--- config.mk ---
export PLATFORM = sky130hd
export DESIGN_NAME = escape_sequence_decoder_core
export DESIGN_NICKNAME = d
export VERILOG_FILES = /design/src/rtl/esd_pkg.sv /design/src/rtl/escape_sequence_decoder_core.sv /design/src/rtl/esd_step.sv
export SDC_FILE = /design/constraint.sdc
export NUM_CORES = 1
export LEC_CHECK = 0
export BUFFER_PORTS_ARGS = -buffer_cell sky130_fd_sc_hd__buf_2
export CAP_MARGIN = 40
export CORE_MARGIN = 2
export CORE_UTILIZATION = 59
export DETAILED_ROUTE_END_ITERATION = 16
export GPL_ROUTABILITY_DRIVEN = 0
export PLACE_DENSITY = 0.83
export SKIP_CTS_REPAIR_TIMING = 1
export SLEW_MARGIN = 25
export SYNTH_ARGS = -nofsm -noshare
export SYNTH_HDL_FRONTEND = slang
export SYNTH_HIERARCHICAL = 1
export SYNTH_SLANG_ARGS = --single-unit
--- constraint.sdc ---
create_clock -name clk -period 4.65 [get_ports clk]
set_input_delay 0.93 -clock clk [delete_from_list [all_inputs] [get_ports clk]]
set_output_delay 0.93 -clock clk [all_outputs]
set_load 0.03 [all_outputs]
--- src/rtl/esd_pkg.sv ---
// Shared types, character codes and the hex digit helper
// for the escape sequence decoder. No dependencies.
package esd_pkg;

  localparam logic [7:0] CHR_NUL       = 8'h00;
  localparam logic [7:0] CHR_BACKSLASH = 8'h5C;
  localparam logic [7:0] CHR_LOWER_X   = 8'h78;

  typedef enum logic [1:0] {
    PH_PLAIN  = 2'd0,
    PH_ESC    = 2'd1,
    PH_HEX_HI = 2'd2,
    PH_HEX_LO = 2'd3
  } phase_t;

  typedef struct packed {
    phase_t      phase;
    logic [3:0]  high_nibble;
    logic [15:0] emitted;
    logic        finished;
  } dec_state_t;

  typedef struct packed {
    logic        byte_valid;
    logic [7:0]  decoded_byte;
    logic [15:0] byte_count;
    logic        string_done;
  } dec_result_t;

  localparam dec_state_t DEC_STATE_CLEAR = '{
    phase:       PH_PLAIN,
    high_nibble: 4'd0,
    emitted:     16'd0,
    finished:    1'b0
  };

  // Non-hex characters decode as zero.
  function automatic logic [3:0] hex_value(logic [7:0] c);
    logic [7:0] diff;
    diff = 8'd0;
    if (c >= 8'h30 && c <= 8'h39) begin
      diff = c - 8'h30;
    end else if (c >= 8'h41 && c <= 8'h46) begin
      diff = c - 8'h37;
    end else if (c >= 8'h61 && c <= 8'h66) begin
      diff = c - 8'h57;
    end
    return diff[3:0];
  endfunction

endpackage

--- src/rtl/escape_sequence_decoder_core.sv ---
// Backslash / hex escape decoder: one char in, one result out per cycle when
// out_stall allows. Depends on esd_pkg and esd_step.
//
// Characters enter an input register; the decode step sits between that
// register and the result register, and one character is taken every cycle
// while the result side does not stall. The decoder state (escape phase,
// high nibble, byte count, done flag) advances when a character moves into
// the result register, which sets that rate. The user must write max_bytes
// through cfg_wr_en/cfg_wr_data only while no character is in flight; the
// block itself does not enforce this.
module escape_sequence_decoder_core (
  input  logic        clk,
  input  logic        rst_n,
  input  logic        cfg_wr_en,
  input  logic [15:0] cfg_wr_data,
  input  logic        in_valid,
  output logic        in_stall,
  input  logic [7:0]  in_char,
  input  logic        in_first_of_string,
  output logic        out_valid,
  input  logic        out_stall,
  output logic        out_byte_valid,
  output logic [7:0]  out_decoded_byte,
  output logic [15:0] out_byte_count,
  output logic        out_string_done
);

  logic                 max_bytes_r;
  logic [15:0]          max_bytes_val_r;
  logic                 in_vld_r;
  logic [7:0]           in_char_r;
  logic                 in_first_r;
  logic                 out_vld_r;
  esd_pkg::dec_result_t out_res_r;
  esd_pkg::dec_state_t  state_r;
  esd_pkg::dec_state_t  state_nxt;
  esd_pkg::dec_result_t res_nxt;
  logic                 s2_load;
  logic                 s1_load;

  assign s2_load  = in_vld_r && (!out_vld_r || !out_stall);
  assign in_stall = in_vld_r && !s2_load;
  assign s1_load  = in_valid && !in_stall;

  esd_step u_step (
    .state_i     (state_r),
    .max_bytes_i (max_bytes_val_r),
    .char_i      (in_char_r),
    .first_i     (in_first_r),
    .state_o     (state_nxt),
    .result_o    (res_nxt)
  );

  // max_bytes_r marks that the limit has been written since reset
  always_ff @(posedge clk) begin
    if (!rst_n) begin
      max_bytes_r     <= 1'b0;
      max_bytes_val_r <= 16'hFFFF;
    end else if (cfg_wr_en) begin
      max_bytes_r     <= 1'b1;
      max_bytes_val_r <= cfg_wr_data;
    end
  end

  always_ff @(posedge clk) begin
    if (!rst_n) begin
      in_vld_r  <= 1'b0;
      out_vld_r <= 1'b0;
      state_r   <= esd_pkg::DEC_STATE_CLEAR;
    end else begin
      if (s1_load) begin
        in_vld_r <= 1'b1;
      end else if (s2_load) begin
        in_vld_r <= 1'b0;
      end
      if (s2_load) begin
        out_vld_r <= 1'b1;
        state_r   <= state_nxt;
      end else if (!out_stall) begin
        out_vld_r <= 1'b0;
      end
    end
  end

  always_ff @(posedge clk) begin
    if (s1_load) begin
      in_char_r  <= in_char;
      in_first_r <= in_first_of_string;
    end
    if (s2_load) begin
      out_res_r <= res_nxt;
    end
  end

  assign out_valid        = out_vld_r;
  assign out_byte_valid   = out_res_r.byte_valid;
  assign out_decoded_byte = out_res_r.decoded_byte;
  assign out_byte_count   = out_res_r.byte_count;
  assign out_string_done  = out_res_r.string_done;

  a_count_nonzero: assert property (@(posedge clk) disable iff (!rst_n)
    (out_vld_r && out_res_r.byte_valid) |-> (out_res_r.byte_count != 16'd0))
    else $error("emitted byte with zero count");

  a_no_byte_zero: assert property (@(posedge clk) disable iff (!rst_n)
    (out_vld_r && !out_res_r.byte_valid) |-> (out_res_r.decoded_byte == 8'd0))
    else $error("decoded byte nonzero without byte");

  a_done_plain: assert property (@(posedge clk) disable iff (!rst_n)
    state_r.finished |-> (state_r.phase == esd_pkg::PH_PLAIN))
    else $error("finished with escape pending");

  a_done_silent: assert property (@(posedge clk) disable iff (!rst_n)
    (s2_load && state_r.finished && !in_first_r) |=>
      (!out_res_r.byte_valid && out_res_r.string_done))
    else $error("byte emitted after string end");

  a_state_hold: assert property (@(posedge clk) disable iff (!rst_n)
    !s2_load |=> $stable(state_r))
    else $error("decoder state moved without transfer");

  a_limit: assert property (@(posedge clk) disable iff (!rst_n)
    (out_vld_r && max_bytes_r && out_res_r.byte_count >= max_bytes_val_r
     && $stable(max_bytes_val_r)) |-> out_res_r.string_done)
    else $error("limit reached without done");

endmodule

--- src/rtl/esd_step.sv ---
// Combinational decode of one character against the current decoder state.
// Depends on esd_pkg.
module esd_step (
  input  esd_pkg::dec_state_t  state_i,
  input  logic [15:0]          max_bytes_i,
  input  logic [7:0]           char_i,
  input  logic                 first_i,
  output esd_pkg::dec_state_t  state_o,
  output esd_pkg::dec_result_t result_o
);

  esd_pkg::dec_state_t st;
  esd_pkg::dec_state_t nxt;
  logic                emit;
  logic [7:0]          byte_val;
  logic [15:0]         count_inc;

  always_comb begin
    st       = first_i ? esd_pkg::DEC_STATE_CLEAR : state_i;
    nxt      = st;
    emit     = 1'b0;
    byte_val = 8'd0;
    count_inc = st.emitted + 16'd1;
    if (!st.finished) begin
      if (st.emitted >= max_bytes_i || char_i == esd_pkg::CHR_NUL) begin
        nxt.finished = 1'b1;
        nxt.phase    = esd_pkg::PH_PLAIN;
      end else begin
        unique case (st.phase)
          esd_pkg::PH_PLAIN: begin
            if (char_i == esd_pkg::CHR_BACKSLASH) begin
              nxt.phase = esd_pkg::PH_ESC;
            end else begin
              emit     = 1'b1;
              byte_val = char_i;
            end
          end
          esd_pkg::PH_ESC: begin
            if (char_i == esd_pkg::CHR_LOWER_X) begin
              nxt.phase = esd_pkg::PH_HEX_HI;
            end else begin
              emit      = 1'b1;
              byte_val  = char_i;
              nxt.phase = esd_pkg::PH_PLAIN;
            end
          end
          esd_pkg::PH_HEX_HI: begin
            nxt.high_nibble = esd_pkg::hex_value(char_i);
            nxt.phase       = esd_pkg::PH_HEX_LO;
          end
          default: begin
            emit      = 1'b1;
            byte_val  = {st.high_nibble, esd_pkg::hex_value(char_i)};
            nxt.phase = esd_pkg::PH_PLAIN;
          end
        endcase
        if (emit) begin
          nxt.emitted = count_inc;
          if (count_inc >= max_bytes_i) begin
            nxt.finished = 1'b1;
            nxt.phase    = esd_pkg::PH_PLAIN;
          end
        end
      end
    end
  end

  assign state_o                  = nxt;
  assign result_o.byte_valid      = emit;
  assign result_o.decoded_byte    = byte_val;
  assign result_o.byte_count      = nxt.emitted;
  assign result_o.string_done     = nxt.finished;

endmodule
==> key figures, run 1 <==
Layout
  – # fillers: approximately 670
  – Ant diodes: 0
  – Share of cells above drive strength 1: 17.1%
  – FF+latch area: ~1900 µm²
  – Area delta synth->final: 8.12%
  – Multi-input gate area: 2590 µm²
  – Nets: a little under 600

Synth
  – Cell type contributing the most total cell area after synthesis: edfxtp_1
  – Mapped Cells: roughly 490
  – Post-synth top cells: nand2_1, dfxtp_1, mux2i_1
  – Syn Nets: roughly 550
  – Ys Warns: 6
  – Syn Area/Cell: a little under 10 µm²
  – Synth cell types: 71
  – FF+latch count, synth: 76
  – Register area share after synthesis: about 39%
  – Top-count cell post-synth: nand2_1
  – Cell Area, Synth: between 4000 and 5000 µm²
  – Area share of the leading cell type in the synthesized netlist: ~22%
  – Ys async rst share: 0%
  – Most used DFF post-synth: dfxtp_1
  – EDFF count, synth: 35
  – Most area-consuming cells after synthesis: edfxtp_1, dfxtp_1, ha_1

STA
  – Final TNS setup: 0 ns
  – Hold Worst Slack: 0.477 ns
  – Setup ws final: 1.00 ns
  – Max Fclk: 274 MHz
  – Tightest Pin Transition: 0.850 ns
  – Final period utilization: around four fifths
  – Final setup skew: 0.0108 ns
  – Final Hold Vio Count: 0
  – RSZ-0062 raised after global routing: no
  – Setup violations, final: 0
  – Relative slew slack: between 40% and 50%
  – Fin crit period: about 3.6 ns
  – Max-slew violation count: 0

Pwr
  – P_sw: 0.363 mW
  – Sequential power share: a little over half
  – Power Dens Cells: roughly 270 nW/µm²
  – Switching share of power: 26.0%
  – Leakage dissipation: ~2.3 nW
  – Power, Total: ~1.4 mW
  – Clock share of power: 36.9%
  – Int Power: ~1.0 mW
  – Combinational group share of total power: between 10 and 15%
  – Peak supply drop: ~0.18 mV

Placement
  – Dpl ws: around 1.1 ns
  – Port buffer count: 57
  – Post-DP HPWL: approximately 7.7 mm

Setup path
  – Crit path launch type: register
  – Crit-path cells: buf_4 -> nor2b_1 -> ha_1 -> nand4_1 -> nor4_2 -> nand3_1 -> xor2_1 -> nor2_1 -> ha_1 -> and4_1 -> a221o_1 -> a31oi_1 -> o21bai_1 -> nand2_1 -> mux2i_1
  – Peak per-stage delay on the critical path: approximately 0.52 ns
  – Worst endpoint required time: 4.87 ns
  – Max stage delay cell, worst path: nor4_2
  – Delay-heaviest family, CP: simple AND/OR/NAND/NOR gates
  – Most frequent CP cell: ha_1
  – CP arrival: between 3 and 4 ns
  – Crit Path Max Fanout: 17
  – Worst Path Buf+Inv: 1
  – Setup CP Type: reg2reg
  – Crit. End Element: register

Drt
  – Routed len/inst: ~16 µm
  – DRT Pass-1 Iters: 5
  – Drt initial violations: between 300 and 400
  – Final WL: 10.3 mm
  – DRC: 0
  – Vias post-DR: roughly 3800
  – Vias/cell: 6.06
  – Routed Antenna Nets: 0

Clock network
  – Number of clock buffers inserted by TritonCTS: 9
  – CTS sink cnt: 76
  – H-tree Lvls: 3
  – Clock Path Buffers: 2
  – CTS tree: done
  – Worst-path clk slew: 0.08 ns
  – Clock Latency Late Sink: about 0.36 ns
  – Clock root cell: clkbuf_8

Die
  – Die area: 8950 µm²
  – Die width: 94.6 µm
  – Core area: 8090 µm²
  – Die H: roughly 95 µm
  – Starting Density: 59.8%
  – Boundary Pins: 58
  – Num rows: 33

Status
  – Status: finished, final reports clean

Global route
  – First-pass GRT wire length: roughly 17 mm
  – Largest net degree at the start of global routing: 38
  – Vias in the first global route: ~3600
  – Total track usage: between 20% and 30%
  – Grt ovf: 0
  – Initial antenna violation count: 0

Flow run
  – Number of max-cap violations: 0

Worst hold path
  – Hold WC Path Type: reg2reg
==> metrics by stage <==
stage          utilization, %  area [µm²]  instances
6_report                 64.7        5230        632
4_1_cts                  64.7        5230        632
3_5_place_dp             62.1        5030        616
5_1_grt                  64.7        5230        632
2_1_floorplan               -        4840        488
3_3_place_gp             61.9        5010        615
==> layout by cell type, fill, tap and decap left out, types with 2 or more instances in the layout <==
cell      synthesis  layout
nand2_1          73      73
buf_2             8      57
mux2i_1          41      41
dfxtp_1          41      41
ha_1             36      36
edfxtp_1         35      35
inv_1            25      25
nor2b_1          15      15
a21oi_1          15      15
nor2_1           15      15
xnor2_1          14      14
clkbuf_8          0       9
nand2b_1          9       9
nand4_1           9       9
a31oi_1           8       8
xor2_1            8       8
a211oi_1          7       7
nor4_1            7       7
nand3_1           6       6
o21ai_0           5       5
a21o_1            5       5
and4_1            5       5
a211o_1           5       5
buf_4            20       4
o211ai_1          4       4
a41oi_1           4       4
o21a_1            3       3
inv_6             0       3
a22oi_1           3       3
nand4b_1          3       3
and2_1            3       3
nor3_1            3       3
and3_1            3       3
clkinv_4          0       2
a221o_1           2       2
o21bai_1          2       2
or4_1             2       2
==> layout make-up <==
class / instances / area share [%]
Inverter: 26 / 1.91
Multi-Input combinational cell: 347 / 49.5
Tap cell: 105 / 2.51
Timing Repair Buffer: 62 / 6.41
Clock inverter: 7 / 1.55
Clock buffer: 9 / 2.37
Sequential cell: 76 / 35.8
==> cells by family after synthesis <==
logic type / share of synthesized area [%]
simple gates: 17.8
compound gates: 13.3
flops: 38.7
buf+inv: 7.99
mux: 9.02
fa+ha+maj: 9.30
xor+xnor: 3.98
==> path summary, 6_finish.rpt <==
path	from	end	slack [ns]	cells past startpoint
hold reg to reg	max_bytes_val_r[7]$_SDFFE_PN1P_	max_bytes_val_r[7]$_SDFFE_PN1P_	0.48	2
hold / removal	max_bytes_val_r[7]$_SDFFE_PN1P_	max_bytes_val_r[7]$_SDFFE_PN1P_	0.48	2
setup / recovery	in_first_r$_DFFE_PP_	state_r[0]$_SDFFE_PN0P_	1.00	15
setup reg to reg	in_first_r$_DFFE_PP_	state_r[0]$_SDFFE_PN0P_	1.00	15
==> power by group through the flow <==
stage	clock network, mW	registers (mW)	logic (mW)
6_report	0.515	0.739	0.142
5_1_grt	0.552	0.743	0.157
4_1_cts	0.527	0.739	0.142
3_5_place_dp	0	0.755	0.141
3_3_place_gp	0	0.754	0.135
2_1_floorplan	0	0.772	0.0870
==> registers in the layout, indices dropped and copies added, names as in the netlist <==
register / count
state_r: 23
max_bytes_val_r: 16
out_byte_count: 16
in_char_r: 8
out_decoded_byte: 8
in_first_r: 1
in_vld_r: 1
out_byte_valid: 1
out_string_done: 1
out_valid: 1
==> per-layer routing <==
layer / up-vias / part of all wire (%) / GRT usage, %
li1: 1823 / - / -
met1: 1788 / 41 / 31.7
met2: 188 / 48 / 40.9
met3: 34 / 8.5 / 4.95
met4: 0 / 2.7 / 11.2
met5: - / 0 / 0
==> worst register-to-register path, delay by kind of cell (launching register included) <==
kind / cells / cell delay (ns)
adders and majority gates: 2 / 0.54
buffers and inverters: 1 / 0.20
DFF: 1 / 0.39
and+or+nand+nor: 7 / 1.57
muxes: 1 / 0.08
AOI/OAI and AO/OA: 3 / 0.55
xor gates and xnor gates: 1 / 0.18
(Power assumes the default switching activity.)
==> inputs of run 2 (changes only) <==
- clock period: 4.65 -> 3.7 ns (I/O delays scaled with it)
==> run 2 against run 1 <==
Against the previous run:
- clock-buffer cell count stayed put
- critical path depth is 2 lower
- die area did not move
- sequential power is 26% higher
- final area rose by 0.98%
- largest power group unchanged
- highest routed layer unchanged
==> key figures, run 2 (synthesized netlist as in run 1, its figures left out) <==
Die
  – Die area: 8950 µm² (unchanged)
  – Die width: 94.6 µm (unchanged)
  – Starting Density: 59.8% (unchanged)
  – Num rows: 33 (unchanged)
  – Boundary Pins: 58 (unchanged)
  – Core area: 8090 µm² (unchanged)
  – Die H: 94.6 µm (unchanged)

Layout
  – Share of cells above drive strength 1: 18.0% (+0.93 points)
  – Final Cell Area: 5290 µm² (+0.98%)
  – Multi-input gate area: 2590 µm² (unchanged)
  – Most frequent cells in the layout: nand2_1, buf_2, mux2i_1, dfxtp_1, ha_1
  – Non-Filler Instances: 638 (+0.95%)
  – FF+latch area: 1870 µm² (unchanged)
  – Commonest non-fill, non-tap cell in the layout: nand2_1
  – Max reg flops: 23 (unchanged)
  – Nets: 594 (+1.0%)
  – # fillers: 659 (-1.8%)
  – Area delta synth->final: 9.18%
  – Reg with most FFs: state_r
  – Ant diodes: 0 (unchanged)

Global route
  – Grt ovf: 0 (unchanged)
  – First-pass GRT wire length: 17.1 mm (-0.57%)
  – Largest net degree at the start of global routing: 45 (+18%)
  – Initial antenna violation count: 0 (unchanged)
  – Total track usage: 24.8% (about the same)
  – Vias in the first global route: 3651 (+0.83%)

Placement
  – Dpl cell area: 5050 µm² (+0.45%)
  – Post-DP HPWL: 7.83 mm (+1.9%)
  – Port buffer count: 57 (unchanged)
  – Cells after DPL: 619 (+0.49%)
  – Dpl ws: 0.231 ns (-0.837 ns)

Drt
  – Final WL: 10.6 mm (+2.1%)
  – Vias/cell: 5.94 (-2.0%)
  – DRC: 0 (unchanged)
  – Vias post-DR: 3792 (-1.1%)
  – DRT Pass-1 Iters: 5 (unchanged)
  – Routed len/inst: 16.6 µm (+1.2%)
  – Drt initial violations: 300 (-17%)
  – Routed Antenna Nets: 0 (unchanged)

STA
  – Max Fclk: 292 MHz (+6.4%)
  – RSZ-0062 raised after global routing: no
  – Relative slew slack: 48.5% (+5.1 points)
  – Final TNS setup: 0 ns (unchanged)
  – Final Hold Vio Count: 0 (unchanged)
  – Fin crit period: 3.43 ns (-0.219 ns)
  – Tightest Pin Transition: 0.771 ns (-0.0787 ns)
  – Setup ws final: 0.270 ns (-0.731 ns)
  – Setup violations, final: 0 (unchanged)
  – Final setup skew: 0.0132 ns (+0.00240 ns)
  – Max-slew violation count: 0 (unchanged)
  – Final period utilization: 92.7% (+14 points)

Setup path
  – Crit path launch type: register
  – Crit Path Max Fanout: 18 (+1)
  – Delay-heaviest family, CP: simple AND/OR/NAND/NOR gates
  – CP arrival: 3.50 ns (-0.37 ns)
  – Worst endpoint required time: 3.77 ns (-1.10 ns)
  – Setup CP Type: reg2reg
  – Max stage delay cell, worst path: nor4_2
  – Peak per-stage delay on the critical path: 0.39 ns (-0.13 ns)
  – Most frequent CP cell: ha_1
  – Crit-path cells: buf_4 -> nor2b_1 -> ha_1 -> nand4_1 -> nor4_2 -> nand3_1 -> xor2_1 -> nor2_1 -> ha_1 -> and4_1 -> a221o_1 -> a31oi_1 -> o21bai_1
  – Crit. End Element: register
  – Worst Path Buf+Inv: 1 (unchanged)

Status
  – Status: finished, final reports clean

Clock network
  – H-tree Lvls: 3 (unchanged)
  – Number of clock buffers inserted by TritonCTS: 9 (unchanged)
  – CTS sink cnt: 76 (unchanged)
  – Clock Path Buffers: 2 (unchanged)
  – Clock root cell: clkbuf_8
  – CTS tree: done
  – Worst-path clk slew: 0.09 ns (about the same)
  – Clock Latency Late Sink: 0.36 ns (about the same)

Pwr
  – Power Dens Cells: 325 nW/µm² (+22%)
  – Peak supply drop: 0.196 mV (+10%)
  – Leakage dissipation: 2.37 nW (+1.3%)

Flow run
  – Number of max-cap violations: 0 (unchanged)

Worst hold path
  – Hold WC Path Type: reg2reg
[run 2: cell types whose count changed in the layout (fill, tap and decap cells not counted), sizes merged]
cell,before,now
buf,62,68
bufinv,1,0
clkinv,2,3
[run 2: area by class of cell]
class / instances / area share [%]
multi-input cells: 347 / 49.0
flip-flops and latches: 76 / 35.4
clock inverters: 7 / 1.28
well taps: 105 / 2.49
repair buffers: 68 / 7.58
inverters: 26 / 1.89
clock buffers: 9 / 2.34
[run 2: worst reg2reg max path: cells and delay by family, from the launching register on]
| kind | cells | cell delay, ns |
|---|---|---|
| compound gates | 3 | 0.55 |
| simple gates | 6 | 1.30 |
| fa+ha+maj | 2 | 0.57 |
| buf+inv | 1 | 0.20 |
| xor+xnor | 1 | 0.17 |
| flops | 1 | 0.37 |
[run 2: stage by stage]
step           hold slack [ns]  utilization [%]  total power [mW]
6_report                 0.477             65.3              1.72
5_1_grt                  0.508             65.3              1.78
4_1_cts                  0.479             64.8              1.72
3_5_place_dp             0.460             62.4              1.13
3_3_place_gp             0.447             62.2              1.12
2_1_floorplan            0.430                -              1.08
[run 2: routing by layer]
metal | up-vias | wire length (µm) | track usage, %
met5 | - | 0 | 0
met4 | 0 | 386 | 12.0
met3 | 36 | 614 | 4.07
met2 | 159 | 5130 | 42.9
met1 | 1759 | 4430 | 30.2
li1 | 1838 | - | -
[run 2: worst paths after layout]
check | cells past startpoint | to | from | slack (ns)
max | 13 | out_string_done$_DFFE_PP_ | in_first_r$_DFFE_PP_ | 0.27
min | 2 | max_bytes_val_r[1]$_SDFFE_PN1P_ | max_bytes_val_r[1]$_SDFFE_PN1P_ | 0.48
max reg2reg | 13 | out_string_done$_DFFE_PP_ | in_first_r$_DFFE_PP_ | 0.27
min reg2reg | 2 | max_bytes_val_r[1]$_SDFFE_PN1P_ | max_bytes_val_r[1]$_SDFFE_PN1P_ | 0.48
[run 2: where the power goes]
part | internal, mW | switching (mW) | total, mW
Clock | 0.258 | 0.345 | 0.603
Sequential | 0.910 | 0.0192 | 0.929
Combinational | 0.0724 | 0.112 | 0.185
==> inputs of run 3 (changes only) <==
- CORE_UTILIZATION: 59 -> 35
- PLACE_DENSITY: 0.83 -> 0.55
==> run 3 against run 2 <==
Against the previous run:
- combinational power down 3%
- setup slack worse by 0.027 ns
- critical path depth unchanged
- clock power up 54%
- wire length up 4.0%
- utilization down 24 points
- register-to-register slack worse by 0.03 ns
- clock-buffer cell count up 1
- flip-flop and latch count unchanged
- critical endpoint is now state_r[0]$_SDFFE_PN0P_
==> key figures, run 3 (synthesized netlist as in run 1, its figures left out) <==
Drt
  – DRT Pass-1 Iters: 7 (+2)
  – Drt initial violations: 265 (-12%)
  – DRC: 0 (unchanged)
  – Vias post-DR: 3666 (-3.3%)
  – Routed len/inst: 15.5 µm (-6.4%)
  – Routed Antenna Nets: 0 (unchanged)
  – Final WL: 11.0 mm (+4.0%)
  – Vias/cell: 5.17 (-13%)

Pwr
  – P_sw: 0.492 mW (+3.3%)
  – Peak supply drop: 0.227 mV (+16%)
  – Clock share of power: 45.4% (+10 points)
  – Power Dens Cells: 372 nW/µm² (+14%)
  – Int Power: 1.55 mW (+25%)
  – Switching share of power: 24.1% (-3.6 points)
  – Combinational group share of total power: 8.8% (-2.0 points)
  – Leakage dissipation: 2.42 nW (+2.1%)
  – Sequential power share: 45.8% (-8.3 points)

Die
  – Die width: 122 µm (+29%)
  – Boundary Pins: 58 (unchanged)
  – Die H: 122 µm (+29%)
  – Die area: 14800 µm² (+65%)
  – Starting Density: 36.1% (-24 points)
  – Core area: 13400 µm² (+66%)
  – Num rows: 42 (+27%)

Clock network
  – CTS tree: done
  – Worst-path clk slew: 0.06 ns (-0.03 ns)
  – Clock Path Buffers: 2 (unchanged)
  – Number of clock buffers inserted by TritonCTS: 9 (unchanged)
  – Clock Latency Late Sink: 0.35 ns (about the same)
  – H-tree Lvls: 3 (unchanged)
  – Clock root cell: clkbuf_16
  – CTS sink cnt: 76 (unchanged)

STA
  – Max Fclk: 289 MHz (-0.79%)
  – Fin crit period: 3.46 ns (+0.0272 ns)
  – Tightest Pin Transition: 0.713 ns (-0.0584 ns)
  – Final Hold Vio Count: 0 (unchanged)
  – RSZ-0062 raised after global routing: no
  – Final period utilization: 93.4% (+0.74 points)
  – Final TNS setup: 0 ns (unchanged)
  – Relative slew slack: 52.5% (+4.0 points)
  – Final setup skew: 0.00539 ns (-0.00785 ns)
  – Setup violations, final: 0 (unchanged)
  – Max-slew violation count: 0 (unchanged)

Setup path
  – CP arrival: 3.66 ns (+0.16 ns)
  – Crit Path Max Fanout: 15 (-3)
  – Crit Reg-Reg Endpoint: state_r[0]$_SDFFE_PN0P_
  – Crit path launch type: register
  – Setup CP Type: reg2reg
  – Worst endpoint required time: 3.90 ns (+0.13 ns)
  – Worst R2R Start: in_first_r$_DFFE_PP_
  – Setup crit end: state_r[0]$_SDFFE_PN0P_
  – Reg-to-reg slack, setup: 0.24 ns (-0.03 ns)
  – Crit path launch: in_first_r$_DFFE_PP_
  – Register-to-Register Path Depth: 13 (unchanged)
  – Crit. End Element: register

Layout
  – Most frequent cells in the layout: nand2_1, buf_2, mux2i_1, dfxtp_1, ha_1
  – Post-layout util: 40.9% (-24 points)
  – Ant diodes: 0 (unchanged)
  – Share of cells above drive strength 1: 18.0% (unchanged)
  – # fillers: 1322 (+100%)
  – Area delta synth->final: 13.3%
  – Nets: 594 (unchanged)
  – Reg with most FFs: state_r
  – Commonest non-fill, non-tap cell in the layout: nand2_1
  – Max reg flops: 23 (unchanged)

Worst hold path
  – Hold WC Path Type: reg2reg
  – Hold Path Origin: state_r[16]$_SDFFE_PN0P_

Global route
  – Vias in the first global route: 3425 (-6.2%)
  – Grt ovf: 0 (unchanged)
  – Largest net degree at the start of global routing: 50 (+11%)
  – Initial antenna violation count: 0 (unchanged)
  – Total track usage: 15.5% (-9.3 points)
  – First-pass GRT wire length: 17.7 mm (+3.8%)

Placement
  – Post-DP HPWL: 8.50 mm (+8.6%)
  – Port buffer count: 57 (unchanged)

Status
  – Status: finished, final reports clean

Flow run
  – Number of max-cap violations: 0 (unchanged)
run 3: cell count changes in the layout (fill, tap and decap cells not counted):
cell | previous run | this run
buf_16 | 1 | 0
buf_4 | 9 | 10
bufinv_16 | 0 | 1
clkbuf_16 | 0 | 10
clkbuf_8 | 9 | 0
clkinv_4 | 2 | 3
clkinv_8 | 1 | 0
clkinvlp_4 | 1 | 2
inv_6 | 3 | 0
run 3: worst min-delay path by stage:
stage,end,slack [ns],cells after the start
floorplan,state_r[16]$_SDFFE_PN0P_,0.43,2
global placement,state_r[16]$_SDFFE_PN0P_,0.44,2
detailed placement,state_r[16]$_SDFFE_PN0P_,0.46,2
CTS,state_r[16]$_SDFFE_PN0P_,0.47,2
global route,state_r[16]$_SDFFE_PN0P_,0.48,2
finish,state_r[16]$_SDFFE_PN0P_,0.46,2
run 3: final cells by class:
class / count / area (µm²) / share of cell area (%)
clock buffer: 10 / 250 / 4.56
clock inverter: 6 / 71.3 / 1.30
inverter: 26 / 100 / 1.83
multi-input combinational: 347 / 2590 / 47.2
sequential: 76 / 1870 / 34.1
tap: 176 / 220 / 4.02
timing repair buffer: 68 / 380 / 6.94
run 3: critical path, cell delays in order (launching register included):
cell and delay, ns:
edfxtp_1 0.46, buf_4 0.22, nor2b_1 0.21, buf_4 0.18, nand4_1 0.16, nor4_1 0.57
xor2_1 0.19, ha_1 0.34, and4_1 0.19, a221o_1 0.32, a31oi_1 0.20, o21bai_1 0.11
nand2_1 0.09, mux2i_1 0.07
run 3: layer usage:
layer,vias up,global-route usage (%),wire length [µm]
li1,1842,-,-
met1,1684,23.5,5730
met2,125,21.3,4420
met3,15,2.48,616
met4,0,7.18,229
met5,-,0,0
run 3: through the flow:
stage / worst slack, ns / area, µm² / hold slack [ns] / total power [mW] / std cells
3_5_place_dp: 0.331 / 5160 / 0.460 / 1.13 / 693
2_1_floorplan: 0.245 / 4840 / 0.430 / 1.08 / 488
4_1_cts: 0.312 / 5480 / 0.468 / 2.07 / 709
3_3_place_gp: 0.372 / 5130 / 0.439 / 1.12 / 691
6_report: 0.243 / 5480 / 0.465 / 2.04 / 709
5_1_grt: 0.0327 / 5480 / 0.485 / 2.12 / 709
run 3: power by group through the flow:
| stage | logic [mW] | clock network (mW) | registers (mW) |
|---|---|---|---|
| global placement | 0.173 | 0 | 0.950 |
| floorplan | 0.109 | 0 | 0.971 |
| global route | 0.198 | 0.986 | 0.937 |
| finish | 0.179 | 0.926 | 0.933 |
| CTS | 0.181 | 0.951 | 0.933 |
| detailed placement | 0.181 | 0 | 0.951 |
